File: src/rs485_pkg.sv
//------------------------------------------------------------------------------
// rs485_pkg
// Shared types, constants and helpers of the RS-485 poll link controller.
//------------------------------------------------------------------------------
`default_nettype none
package rs485_pkg;
	localparam int MAX_SLOTS = 16;
	localparam int PIN_BITS = 16;
	localparam int SLOT_W = $clog2(MAX_SLOTS);

	localparam logic [1:0] FUNC_BYTE = 2'd0;
	localparam logic [1:0] FUNC_TX = 2'd1;
	localparam logic [1:0] FUNC_EOC = 2'd2;

	localparam logic [1:0] REG_SLOT_COUNT = 2'd0;
	localparam logic [1:0] REG_SLOT_ADDR = 2'd1;
	localparam logic [1:0] REG_CLEAN = 2'd2;
	localparam logic [1:0] REG_ERRS = 2'd3;

	localparam logic [2:0] TYPE_REPLY = 3'h2;
	localparam logic [3:0] TRAILER = 4'h3;
	localparam logic [2:0] TYPE_CMD = 3'h3;

	typedef struct packed {
		logic [1:0] func;
		logic [7:0] rx_byte;
		logic [3:0] tx_slot;
		logic [15:0] out_bits;
		logic reset_request;
	} in_item_t;

	typedef struct packed {
		logic kind;
		logic [7:0] tx_byte;
		logic [3:0] slot;
		logic [15:0] in_bits;
		logic slot_comm_error;
		logic slot_perm_error;
		logic [31:0] slot_error_total;
		logic any_comm_error;
		logic any_perm_error;
		logic last;
	} out_item_t;

	typedef struct packed {
		logic [4:0] slot_count;
		logic [63:0] slot_addresses;
		logic [7:0] clean_cycles;
		logic [7:0] errors_to_latch;
	} cfg_t;

	// controller to datapath
	typedef struct packed {
		logic load;      // capture the input item
		logic do_byte;   // run receive step
		logic tx_emit;   // present frame byte tx_idx
		logic [1:0] tx_idx;
		logic eoc_hyst;  // hysteresis on slot idx
		logic eoc_reset; // reset request and aggregate
		logic eoc_emit;  // report slot idx
		logic [SLOT_W-1:0] idx;
		logic idx_last;
	} cmd_t;

	typedef struct packed {
		logic [1:0] func;
		logic [4:0] used;
	} status_t;

	function automatic logic [3:0] nib_xor4(input logic [31:0] w);
		logic [3:0] x;
		x = 4'h0;
		for (int i = 0; i < 8; i++) x ^= w[i*4 +: 4];
		return x;
	endfunction
endpackage
`default_nettype wire

File: src/rs485_if.sv
//------------------------------------------------------------------------------
// rs485_if
// Valid/ready channel carrying one item of the poll link controller.
//------------------------------------------------------------------------------
`default_nettype none
interface rs485_if #(parameter type T = logic) ();
	logic valid;
	logic ready;
	T data;
	modport source (output valid, output data, input ready);
	modport sink (input valid, input data, output ready);
endinterface
`default_nettype wire

File: src/rs485_ctrl.sv
//------------------------------------------------------------------------------
// rs485_ctrl
// Sequencer: walks frame bytes and slots, drives the datapath commands.
//------------------------------------------------------------------------------
`default_nettype none
module rs485_ctrl (
	input wire logic clk,
	input wire logic arst_n,
	input wire logic in_valid,
	output logic in_ready,
	output logic out_valid,
	input wire logic out_ready,
	input wire rs485_pkg::status_t status,
	output rs485_pkg::cmd_t cmd
);
	import rs485_pkg::*;

	typedef enum logic [5:0] {
		ST_IDLE = 6'b000001,
		ST_DECODE = 6'b000010,
		ST_TX = 6'b000100,
		ST_HYST = 6'b001000,
		ST_AGG = 6'b010000,
		ST_REPORT = 6'b100000
	} state_t;

	state_t state_q;
	logic [SLOT_W:0] idx_q;
	logic [1:0] tx_q;
	logic out_fire;
	logic [SLOT_W:0] idx_nx;
	logic idx_end;

	assign in_ready = (state_q == ST_IDLE);
	assign out_valid = (state_q == ST_TX) || (state_q == ST_REPORT);
	assign out_fire = out_valid && out_ready;
	assign idx_nx = idx_q + 1'b1;
	assign idx_end = ({1'b0, idx_nx} == {1'b0, status.used});

	always_comb begin
		cmd = '0;
		cmd.load = in_valid && in_ready;
		cmd.idx = idx_q[SLOT_W-1:0];
		cmd.idx_last = idx_end;
		cmd.tx_idx = tx_q;
		cmd.do_byte = (state_q == ST_DECODE) && (status.func == FUNC_BYTE);
		cmd.tx_emit = (state_q == ST_TX);
		cmd.eoc_hyst = (state_q == ST_HYST);
		cmd.eoc_reset = (state_q == ST_AGG);
		cmd.eoc_emit = (state_q == ST_REPORT);
	end

	always_ff @(posedge clk or negedge arst_n) begin
		if (!arst_n) begin
			state_q <= ST_IDLE;
			idx_q <= '0;
			tx_q <= '0;
		end else begin
			unique case (state_q)
				ST_IDLE: begin
					idx_q <= '0;
					tx_q <= '0;
					if (in_valid) state_q <= ST_DECODE;
				end
				ST_DECODE: begin
					priority if (status.func == FUNC_TX) state_q <= ST_TX;
					else if (status.func == FUNC_EOC && status.used != 5'd0)
						state_q <= ST_HYST;
					else state_q <= ST_IDLE;
				end
				ST_TX: begin
					if (out_fire) begin
						tx_q <= tx_q + 2'd1;
						if (tx_q == 2'd3) state_q <= ST_IDLE;
					end
				end
				ST_HYST: begin
					if (idx_end) begin
						idx_q <= '0;
						state_q <= ST_AGG;
					end else idx_q <= idx_nx;
				end
				ST_AGG: state_q <= ST_REPORT;
				ST_REPORT: begin
					if (out_fire) begin
						idx_q <= idx_nx;
						if (idx_end) state_q <= ST_IDLE;
					end
				end
				default: state_q <= ST_IDLE;
			endcase
		end
	end
endmodule
`default_nettype wire

File: src/rs485_dp.sv
//------------------------------------------------------------------------------
// rs485_dp
// Datapath: receive window, per-slot error state, frame and report build.
//------------------------------------------------------------------------------
`default_nettype none
module rs485_dp (
	input wire logic clk,
	input wire logic arst_n,
	input wire rs485_pkg::cfg_t cfg,
	input wire rs485_pkg::in_item_t item,
	input wire rs485_pkg::cmd_t cmd,
	output rs485_pkg::status_t status,
	output rs485_pkg::out_item_t result
);
	import rs485_pkg::*;

	in_item_t item_q;
	logic [23:0] win_q;
	logic [2:0] cnt_q;
	logic [PIN_BITS-1:0] lat_q [MAX_SLOTS];
	logic [MAX_SLOTS-1:0] seen_q, comm_q, perm_q;
	logic [8:0] tim_q [MAX_SLOTS];
	logic [7:0] run_q [MAX_SLOTS];
	logic [31:0] tot_q [MAX_SLOTS];
	logic gcomm_q, gperm_q;

	logic [4:0] used;
	logic [3:0] addr [MAX_SLOTS];
	logic [31:0] frm;
	logic good;
	logic [MAX_SLOTS-1:0] hit;
	logic [MAX_SLOTS-1:0] first;
	logic [MAX_SLOTS-1:0] inuse;
	logic [15:0] txbits;
	logic [7:0] f0;
	logic [3:0] tnib;
	logic [7:0] tbyte;
	logic [8:0] h_tim;
	logic [7:0] h_run;
	logic h_comm, h_perm, h_cnt;
	logic agg_err, do_rst;

	assign used = (cfg.slot_count > 5'd16) ? 5'd16 : cfg.slot_count;
	assign status.func = item_q.func;
	assign status.used = used;

	always_comb begin
		for (int i = 0; i < MAX_SLOTS; i++) begin
			addr[i] = cfg.slot_addresses[i*4 +: 4];
			inuse[i] = (5'(i) < used);
		end
	end

	// receive frame check
	assign frm = {win_q, item_q.rx_byte};
	assign good = (cnt_q >= 3'd3) && (nib_xor4(frm) == 4'h0) &&
		(frm[26:24] == TYPE_REPLY) && (frm[3:0] == TRAILER);
	always_comb begin
		logic found;
		found = 1'b0;
		for (int i = 0; i < MAX_SLOTS; i++) begin
			hit[i] = inuse[i] && ({1'b0, addr[i]} == frm[31:27]);
			first[i] = hit[i] && !found;
			found = found | hit[i];
		end
	end

	// transmit frame
	assign txbits = gperm_q ? 16'h0 : item_q.out_bits;
	assign f0 = {1'b0, addr[item_q.tx_slot], TYPE_CMD};
	assign tnib = nib_xor4({f0, txbits, 8'h03});
	always_comb begin
		unique case (cmd.tx_idx)
			2'd0: tbyte = f0;
			2'd1: tbyte = txbits[15:8];
			2'd2: tbyte = txbits[7:0];
			default: tbyte = {tnib, TRAILER};
		endcase
	end

	// hysteresis of slot idx
	always_comb begin
		logic [8:0] t;
		logic [8:0] r;
		t = tim_q[cmd.idx];
		r = {1'b0, run_q[cmd.idx]};
		h_comm = comm_q[cmd.idx];
		h_perm = perm_q[cmd.idx];
		h_cnt = 1'b0;
		if (seen_q[cmd.idx]) begin
			if (t >= {1'b0, cfg.clean_cycles}) begin
				t = {1'b0, cfg.clean_cycles};
				r = '0;
				h_comm = 1'b0;
			end
		end else begin
			r = r + 9'd1;
			t = '0;
			h_cnt = 1'b1;
		end
		if (r >= {1'b0, cfg.errors_to_latch}) begin
			r = {1'b0, cfg.errors_to_latch};
			h_comm = 1'b1;
			h_perm = 1'b1;
		end
		h_run = r[7:0];
		h_tim = t + 9'd1;
	end

	assign agg_err = |(comm_q & inuse);
	assign do_rst = item_q.reset_request && !gcomm_q;

	always_ff @(posedge clk) begin
		if (cmd.load) item_q <= item;
	end

	always_ff @(posedge clk or negedge arst_n) begin
		if (!arst_n) begin
			win_q <= '0;
			cnt_q <= '0;
			seen_q <= '0;
			comm_q <= '0;
			perm_q <= '0;
			gcomm_q <= 1'b0;
			gperm_q <= 1'b0;
			for (int i = 0; i < MAX_SLOTS; i++) begin
				lat_q[i] <= '0;
				tim_q[i] <= '0;
				run_q[i] <= '0;
				tot_q[i] <= '0;
			end
		end else begin
			if (cmd.do_byte) begin
				win_q <= frm[23:0];
				if (good) begin
					cnt_q <= '0;
					for (int i = 0; i < MAX_SLOTS; i++) begin
						if (first[i]) begin
							lat_q[i] <= frm[23:8];
							seen_q[i] <= 1'b1;
						end
					end
				end else if (cnt_q < 3'd4) cnt_q <= cnt_q + 3'd1;
			end
			if (cmd.tx_emit && cmd.tx_idx == 2'd3) seen_q[item_q.tx_slot] <= 1'b0;
			if (cmd.eoc_hyst) begin
				tim_q[cmd.idx] <= h_tim;
				run_q[cmd.idx] <= h_run;
				comm_q[cmd.idx] <= h_comm;
				perm_q[cmd.idx] <= h_perm;
				if (h_cnt) tot_q[cmd.idx] <= tot_q[cmd.idx] + 32'd1;
			end
			if (cmd.eoc_reset) begin
				gcomm_q <= agg_err;
				if (agg_err) gperm_q <= 1'b1;
				else if (do_rst) gperm_q <= 1'b0;
				if (do_rst) perm_q <= perm_q & ~inuse;
				if (agg_err || (gperm_q && !do_rst)) begin
					for (int i = 0; i < MAX_SLOTS; i++)
						if (inuse[i]) lat_q[i] <= '0;
				end
			end
		end
	end

	always_comb begin
		result = '0;
		if (cmd.tx_emit) begin
			result.tx_byte = tbyte;
			result.slot = item_q.tx_slot;
			result.last = (cmd.tx_idx == 2'd3);
		end else begin
			result.kind = 1'b1;
			result.slot = cmd.idx;
			result.in_bits = lat_q[cmd.idx];
			result.slot_comm_error = comm_q[cmd.idx];
			result.slot_perm_error = perm_q[cmd.idx];
			result.slot_error_total = tot_q[cmd.idx];
			result.any_comm_error = gcomm_q;
			result.any_perm_error = gperm_q;
			result.last = cmd.idx_last;
		end
	end
endmodule
`default_nettype wire

File: src/rs485_io_link_controller_top.sv
// steps: a byte item runs the receive step; a transmit item gives 4 results;
// an end-of-cycle item updates n slots, aggregates, reports n (n used, max 16)
// throughput: one item at a time, set by the slot walk of the sequencer
// reset: arst_n clears all link and slot error state, registers take defaults
//------------------------------------------------------------------------------
// rs485_io_link_controller_top
// Master side of a four-byte framed RS-485 poll link to up to 16 I/O slots.
//------------------------------------------------------------------------------
`default_nettype none
module rs485_io_link_controller_top (
	input wire logic clk,
	input wire logic arst_n,
	rs485_if.sink in_ch,
	rs485_if.source out_ch,
	input wire logic psel,
	input wire logic penable,
	input wire logic pwrite,
	input wire logic [4:0] paddr,
	input wire logic [63:0] pwdata,
	output logic [63:0] prdata,
	output logic pready
);
	import rs485_pkg::*;

	cfg_t cfg_q;
	cmd_t cmd;
	status_t status;
	out_item_t result;
	logic [1:0] ridx;

	assign pready = 1'b1;
	assign ridx = paddr[4:3];

	always_ff @(posedge clk or negedge arst_n) begin
		if (!arst_n) begin
			cfg_q.slot_count <= 5'd1;
			cfg_q.slot_addresses <= '0;
			cfg_q.clean_cycles <= 8'd10;
			cfg_q.errors_to_latch <= 8'd5;
		end else if (psel && penable && pwrite && pready) begin
			unique case (ridx)
				REG_SLOT_COUNT: cfg_q.slot_count <= pwdata[4:0];
				REG_SLOT_ADDR: cfg_q.slot_addresses <= pwdata;
				REG_CLEAN: cfg_q.clean_cycles <= pwdata[7:0];
				default: cfg_q.errors_to_latch <= pwdata[7:0];
			endcase
		end
	end

	always_comb begin
		unique case (ridx)
			REG_SLOT_COUNT: prdata = {59'd0, cfg_q.slot_count};
			REG_SLOT_ADDR: prdata = cfg_q.slot_addresses;
			REG_CLEAN: prdata = {56'd0, cfg_q.clean_cycles};
			default: prdata = {56'd0, cfg_q.errors_to_latch};
		endcase
	end

	rs485_ctrl u_ctrl (
		.clk(clk), .arst_n(arst_n),
		.in_valid(in_ch.valid), .in_ready(in_ch.ready),
		.out_valid(out_ch.valid), .out_ready(out_ch.ready),
		.status(status), .cmd(cmd)
	);

	rs485_dp u_dp (
		.clk(clk), .arst_n(arst_n), .cfg(cfg_q), .item(in_ch.data),
		.cmd(cmd), .status(status), .result(result)
	);

	assign out_ch.data = result;
endmodule
`default_nettype wire
File: src/flat_wrapper.sv
// flat-port wrapper written by rule: the top's interface ports become plain ports
module rs485_io_link_controller_top_flat import rs485_pkg::*;
  (clk, arst_n, psel, penable, pwrite, paddr, pwdata, prdata, pready, in_ch_valid, in_ch_data, in_ch_ready, out_ch_valid, out_ch_data, out_ch_ready);
  rs485_if in_ch_i ();
  rs485_if out_ch_i ();
  input wire logic clk;
  input wire logic arst_n;
  input wire logic psel;
  input wire logic penable;
  input wire logic pwrite;
  input wire logic [4:0] paddr;
  input wire logic [63:0] pwdata;
  output logic [63:0] prdata;
  output logic pready;
  input wire logic [$bits(in_ch_i.valid)-1:0] in_ch_valid;
  input wire logic [$bits(in_ch_i.data)-1:0] in_ch_data;
  output wire logic [$bits(in_ch_i.ready)-1:0] in_ch_ready;
  output wire logic [$bits(out_ch_i.valid)-1:0] out_ch_valid;
  output wire logic [$bits(out_ch_i.data)-1:0] out_ch_data;
  input wire logic [$bits(out_ch_i.ready)-1:0] out_ch_ready;
  assign in_ch_i.valid = in_ch_valid;
  assign in_ch_i.data = in_ch_data;
  assign in_ch_ready = in_ch_i.ready;
  assign out_ch_valid = out_ch_i.valid;
  assign out_ch_data = out_ch_i.data;
  assign out_ch_i.ready = out_ch_ready;
  rs485_io_link_controller_top u_core (.clk(clk), .arst_n(arst_n), .in_ch(in_ch_i), .out_ch(out_ch_i), .psel(psel), .penable(penable), .pwrite(pwrite), .paddr(paddr), .pwdata(pwdata), .prdata(prdata), .pready(pready));
endmodule
File: config.mk
export PLATFORM = sky130hd
export DESIGN_NAME = rs485_io_link_controller_top_flat
export DESIGN_NICKNAME = d
export VERILOG_FILES = /design/src/rs485_pkg.sv /design/src/rs485_if.sv /design/src/rs485_ctrl.sv /design/src/rs485_dp.sv /design/src/rs485_io_link_controller_top.sv /design/src/flat_wrapper.sv
export SDC_FILE = /design/constraint.sdc
export NUM_CORES = 1
export LEC_CHECK = 0
export ABC_AREA = 1
export BUFFER_PORTS_ARGS = -buffer_cell sky130_fd_sc_hd__buf_2
export CAP_MARGIN = 20
export CORE_AREA = 2 2 351 353
export DETAILED_ROUTE_END_ITERATION = 16
export DIE_AREA = 0 0 353 355
export PLACE_DENSITY_LB_ADDON = 0.12
export SYNTH_ARGS = -nofsm -noshare
export SYNTH_HDL_FRONTEND = slang
export SYNTH_HIERARCHICAL = 1
export SYNTH_SLANG_ARGS = --single-unit
export TNS_END_PERCENT = 10
File: constraint.sdc
create_clock -name clk -period 5.8 [get_ports clk]
set_clock_uncertainty 0.1 [all_clocks]
set_input_delay 0.29 -clock clk [delete_from_list [all_inputs] [get_ports clk]]
set_output_delay 0.29 -clock clk [all_outputs]
set_load 0.02 [all_outputs]
; ---- Word-level counts from Yosys, hierarchy flattened
; Index checks and enable logic that the tools add are counted.
[totals]
input_bits = 77
output_inout_bits = 68
regBits = 98
[op_classes]
n_addsub = 2
eq_ne = 15
bitwise = 1
n_mux = 15
n_reduce_logical = 15
n_lt_le_gt_ge = 1
[op_table]
columns = operator, n
row1 = case mux 64 bit (3 select lines), 1
row2 = two-way mux 6 bit, 6
row3 = case mux 6 bit (5 select lines), 1
row4 = two-way mux 5 bit, 3
row5 = case mux 5 bit (3 select lines), 1
row6 = inequality test 2 bit (second input constant), 6
row7 = AND reduction 2 bit, 6
row8 = equality test 6 x 1 -> 1 bit (second input constant), 1
row9 = equality test 6 x 3 -> 1 bit (second input constant), 1
row10 = equality test 6 x 4 -> 1 bit (second input constant), 1
row11 = equality test 6 x 5 -> 1 bit (second input constant), 1
row12 = equality test 6 bit (second input constant), 1
row13 = AND reduction 6 bit, 1
row14 = adder 5 x 1 -> 5 bit (second input constant), 1
row15 = equality test 5 bit, 1
row16 = > comparator 5 bit (second input constant), 1
row17 = equality test 2 bit (second input constant), 2
row18 = case mux 2 bit (2 select lines), 1
row19 = logical AND 1 bit, 3
row20 = nonzero test 3 bit, 1
row21 = OR reduction 3 bit, 1
row22 = adder 2 x 1 -> 2 bit (second input constant), 1
row23 = equality test 2 x 1 -> 1 bit (second input constant), 1
row24 = logical NOT 2 bit, 1
row25 = 5 further kinds, 5

; ---- Logic depth before layout (Yosys ltp)
[depth]
word_depth = 6
depth_mapped = 13
mapped_depth_nobuf = 13

; ---- By module
; The synthesis kept the hierarchy.
[modules_own_cells]
columns = module, cells_each, area_each_um2, seq_area_each_um2, instances
row1 = rs485_dp, 6939, 56710.6, 28882.7, 1
row2 = rs485_io_link_controller_top, 534, 3897.5, 2133.3, 1
row3 = rs485_ctrl, 137, 950.9, 326.6, 1

; ---- Worst setup path before layout
; No wires, ideal clock.
[synth_path]
path_kind = register to register
startpoint = register u_core.u_ctrl.idx_q[0]
endpoint = register u_core/u_dp/run_q[102] (netlist name)
stages_incl_launch_ff = 38
path_buffers = 8
setup_ns = 0.117
arrival_time_ns = 4.735
period_less_slack_ns = 4.952
path_slack_ns = 0.848
t_required_ns = 5.583
path_cell_list = dfrtp_1 -> buf_4 -> nor2_2 -> buf_6 -> buf_6 -> buf_6 -> buf_6 -> a22oi_1 -> a21oi_1 -> or2_2 -> nor2_2 -> inv_1 -> ha_1 -> nand2_1 -> o211ai_1 -> nand3_1 -> nand2_1 -> nand2_1 -> [2 not listed] -> nand2_1 -> nand2_1 -> nand2_1 -> nand2_1 -> inv_1 -> ha_1 -> a21oi_1 -> o221ai_1 -> nand3_1 -> nand2_1 -> a211oi_1 -> nand2_2 -> buf_6 -> inv_4 -> nand2_1 -> buf_2 -> nand3_1 -> nand2_1
[synth_lines]
columns = item, line_no
row1 = start: declaration, rs485_ctrl.sv:28  ; logic [SLOT_W:0] idx_q;
row2 = start signal: assignment, rs485_ctrl.sv:81  ; end else idx_q <= idx_nx;
row3 = start signal: assignment, rs485_ctrl.sv:86  ; idx_q <= idx_nx;

==> results.json <==
{
  "drtPass1Iterations": 4,
  "worstReg2RegEnd": "u_core/u_dp/status[5]",
  "path_depth": 12,
  "crit_chain": "ha_1 > inv_1 > nand2_1 > nand2_1 > nor2_1 > nand3_1 > nor2_2 > nand3_2 > inv_1 > nand2_1 > nand2_1 > buf_2",
  "post_cts_buffers": 0,
  "pwr-share-comb": 0.257,
  "status": "finished clean",
  "tns_ns": 0,
  "core_um2": 121000,
  "place_congestion": 0.671,
  "post_synth.cell_area_avg_um2": 7.21,
  "min_period_over_period": 0.462,
  "min-delay-start": "out_ch_ready",
  "critPathMaxFanout": 7,
  "fp.dieArea_um2": 125000,
  "cp.required_ns": 5.41,
  "grt_max_degree": 47,
  "peakVddDrop_mv": 0.189,
  "place_area_um2": 7610,
  "vias": 4798,
  "drive_gt1_frac": 0.215,
  "via_per_inst": 1.91,
  "cts_max_level": 3,
  "insertion_delay_ns": 0.42,
  "relSlewSlack": 0.401,
  "cts_sinks": 100,
  "final_area_um2": 8560,
  "route.detailed.drc": 0,
  "syn_area_um2": 4960,
  "drt_iter0_markers": 162,
  "cp_slowest_cell": "dfrtp_1",
  "die_y_um": 355,
  "min_period_ns": 2.68,
  "first_global_vias": 5053,
  "port_buffers": 139,
  "grt_usage": 0.0389,
  "r2r_setup_slack_ns": 3.65,
  "yosys_warnings": 6,
  "endpoint_kind": "output port",
  "r2r_cells": 11,
  "power_density_nw_per_um2": 256,
  "grt_pass1_wl_um": 34200,
  "total_leakage_power_uw": 0.00385,
  "cpPeakStageDelay_ns": 0.46,
  "syn-instance-count": 688,
  "swShare": 0.383,
  "synthToLayoutAreaGrowth_pct": 72.7,
  "dp_hpwl_um": 16200,
  "critical_path_class": "reg2out",
  "crit_end": "out_ch_data",
  "placementRows": 128,
  "initial_utilization": 0.0408,
  "internal_power_uw": 1350,
  "power_frac_clock": 0.318,
  "critical_path.startpoint": "u_core/u_ctrl/idx_q[0]",
  "hold_viol": 0,
  "ios": 145,
  "cts_buffers": 9,
  "path_common_cell": "nand2_1",
  "hold_ws_ns": 0.0881,
  "overflow": 0,
  "slew_violations": 0,
  "r2r-start": "u_core/u_ctrl/idx_q[0]",
  "arrival_ns": 2.29,
  "power_uw": 2190,
  "maxCapViolCount": 0,
  "cts_tree": "built",
  "fin_nets": 962,
  "p_sw_uw": 840,
  "final_antenna_net_count": 0,
  "clkTransAtPathRegs_ns": 0.09,
  "grt_antenna_before_repair": 6,
  "wl_um": 22900,
  "nFillCells": 14502,
  "die_x_um": 353,
  "cp_num_buf_inv": 3,
  "cts-hold-fix-buffers": 66,
  "crit_family": "simple AND/OR/NAND/NOR gates",
  "setup_viol_count_final": 0,
  "cts_resized": 0,
  "clockBufferDepth": 2,
  "ctsRootBufferMaster": "clkbuf_16",
  "worstHoldPathType": "in2reg",
  "rsz0062_at_grt": "false",
  "clock.fmax_ghz": 0.373,
  "start_kind": "register",
  "wl_per_cell_um": 9.11,
  "p_seq_frac": 0.424,
  "worstMarginPinSlew_ns": 0.897
}
[registers in the layout, indices dropped and copies added, names as in the netlist]
name and flops:
u_core/u_dp/status 2, u_core/u_ctrl/state_q 6, u_core/u_ctrl/tx_q 2, u_core/cfg_q 85, u_core/u_ctrl/idx_q 5
[placed cells by master (no fill, tap or decap), types with 6 or more instances in the layout]
master,instances
dlygate4sd3_1,66
nand2_1,322
nand4_1,10
nand3_1,27
inv_1,83
dfrtp_1,92
clkbuf_16,9
dfstp_2,6
nor2_1,81
buf_2,138
[layout make-up]
| cell class | count | area [um^2] | share of cell area |
|---|---|---|---|
| timing repair buffer | 210 | 1410 | 0.165 |
| antenna | 2 | 5.00 | 0.000584 |
| clock inverter | 7 | 63.8 | 0.00745 |
| inverter | 89 | 334 | 0.0390 |
| clock buffer | 9 | 225 | 0.0263 |
| multi-input combinational | 473 | 1970 | 0.230 |
| sequential | 100 | 2520 | 0.294 |
| tap | 1625 | 2030 | 0.237 |
[layer usage]
| metal | GRT usage | part of all wire |
|---|---|---|
| met5 | 0 | 0.0013 |
| met4 | 0.0177 | 0.022 |
| met1 | 0.0483 | 0.47 |
| met2 | 0.0554 | 0.42 |
| met3 | 0.0201 | 0.087 |
[per-stage QoR]
stage               utilization  worst slack, ns  cells
floorplan                     -             3.89    689
global placement         0.0627             2.61   2431
detailed placement       0.0627             2.68   2431
CTS                      0.0705             2.97   2513
global route             0.0705             2.82   2515
finish                   0.0705             3.12   2515
[how the worst min path moves through the flow]
stage                                        to  slack (ns)  cells past startpoint
after floorplan                u_core/cfg_q[10]       -0.11                      0
after global placement         u_core/cfg_q[20]        0.13                      1
after detailed placement       u_core/cfg_q[20]        0.13                      1
after CTS                 u_core/u_ctrl/tx_q[1]        0.02                      3
after global routing      u_core/u_ctrl/tx_q[1]        0.06                      3
final                     u_core/u_ctrl/tx_q[1]        0.09                      3
[tightest hold or removal path: cells and delay by family]
| family | cells | cell delay (ns) |
|---|---|---|
| simple gates | 2 | 0.14 |
| buf+inv | 1 | 0.15 |
[power by group through the flow]
stage	clock, uW	combinational, uW	sequential, uW
after floorplan	0	365	920
after global placement	0	561	946
after detailed placement	0	552	945
after CTS	786	592	933
after global routing	800	659	953
final	698	565	931
Note: power is estimated with default switching activity, not from simulation.
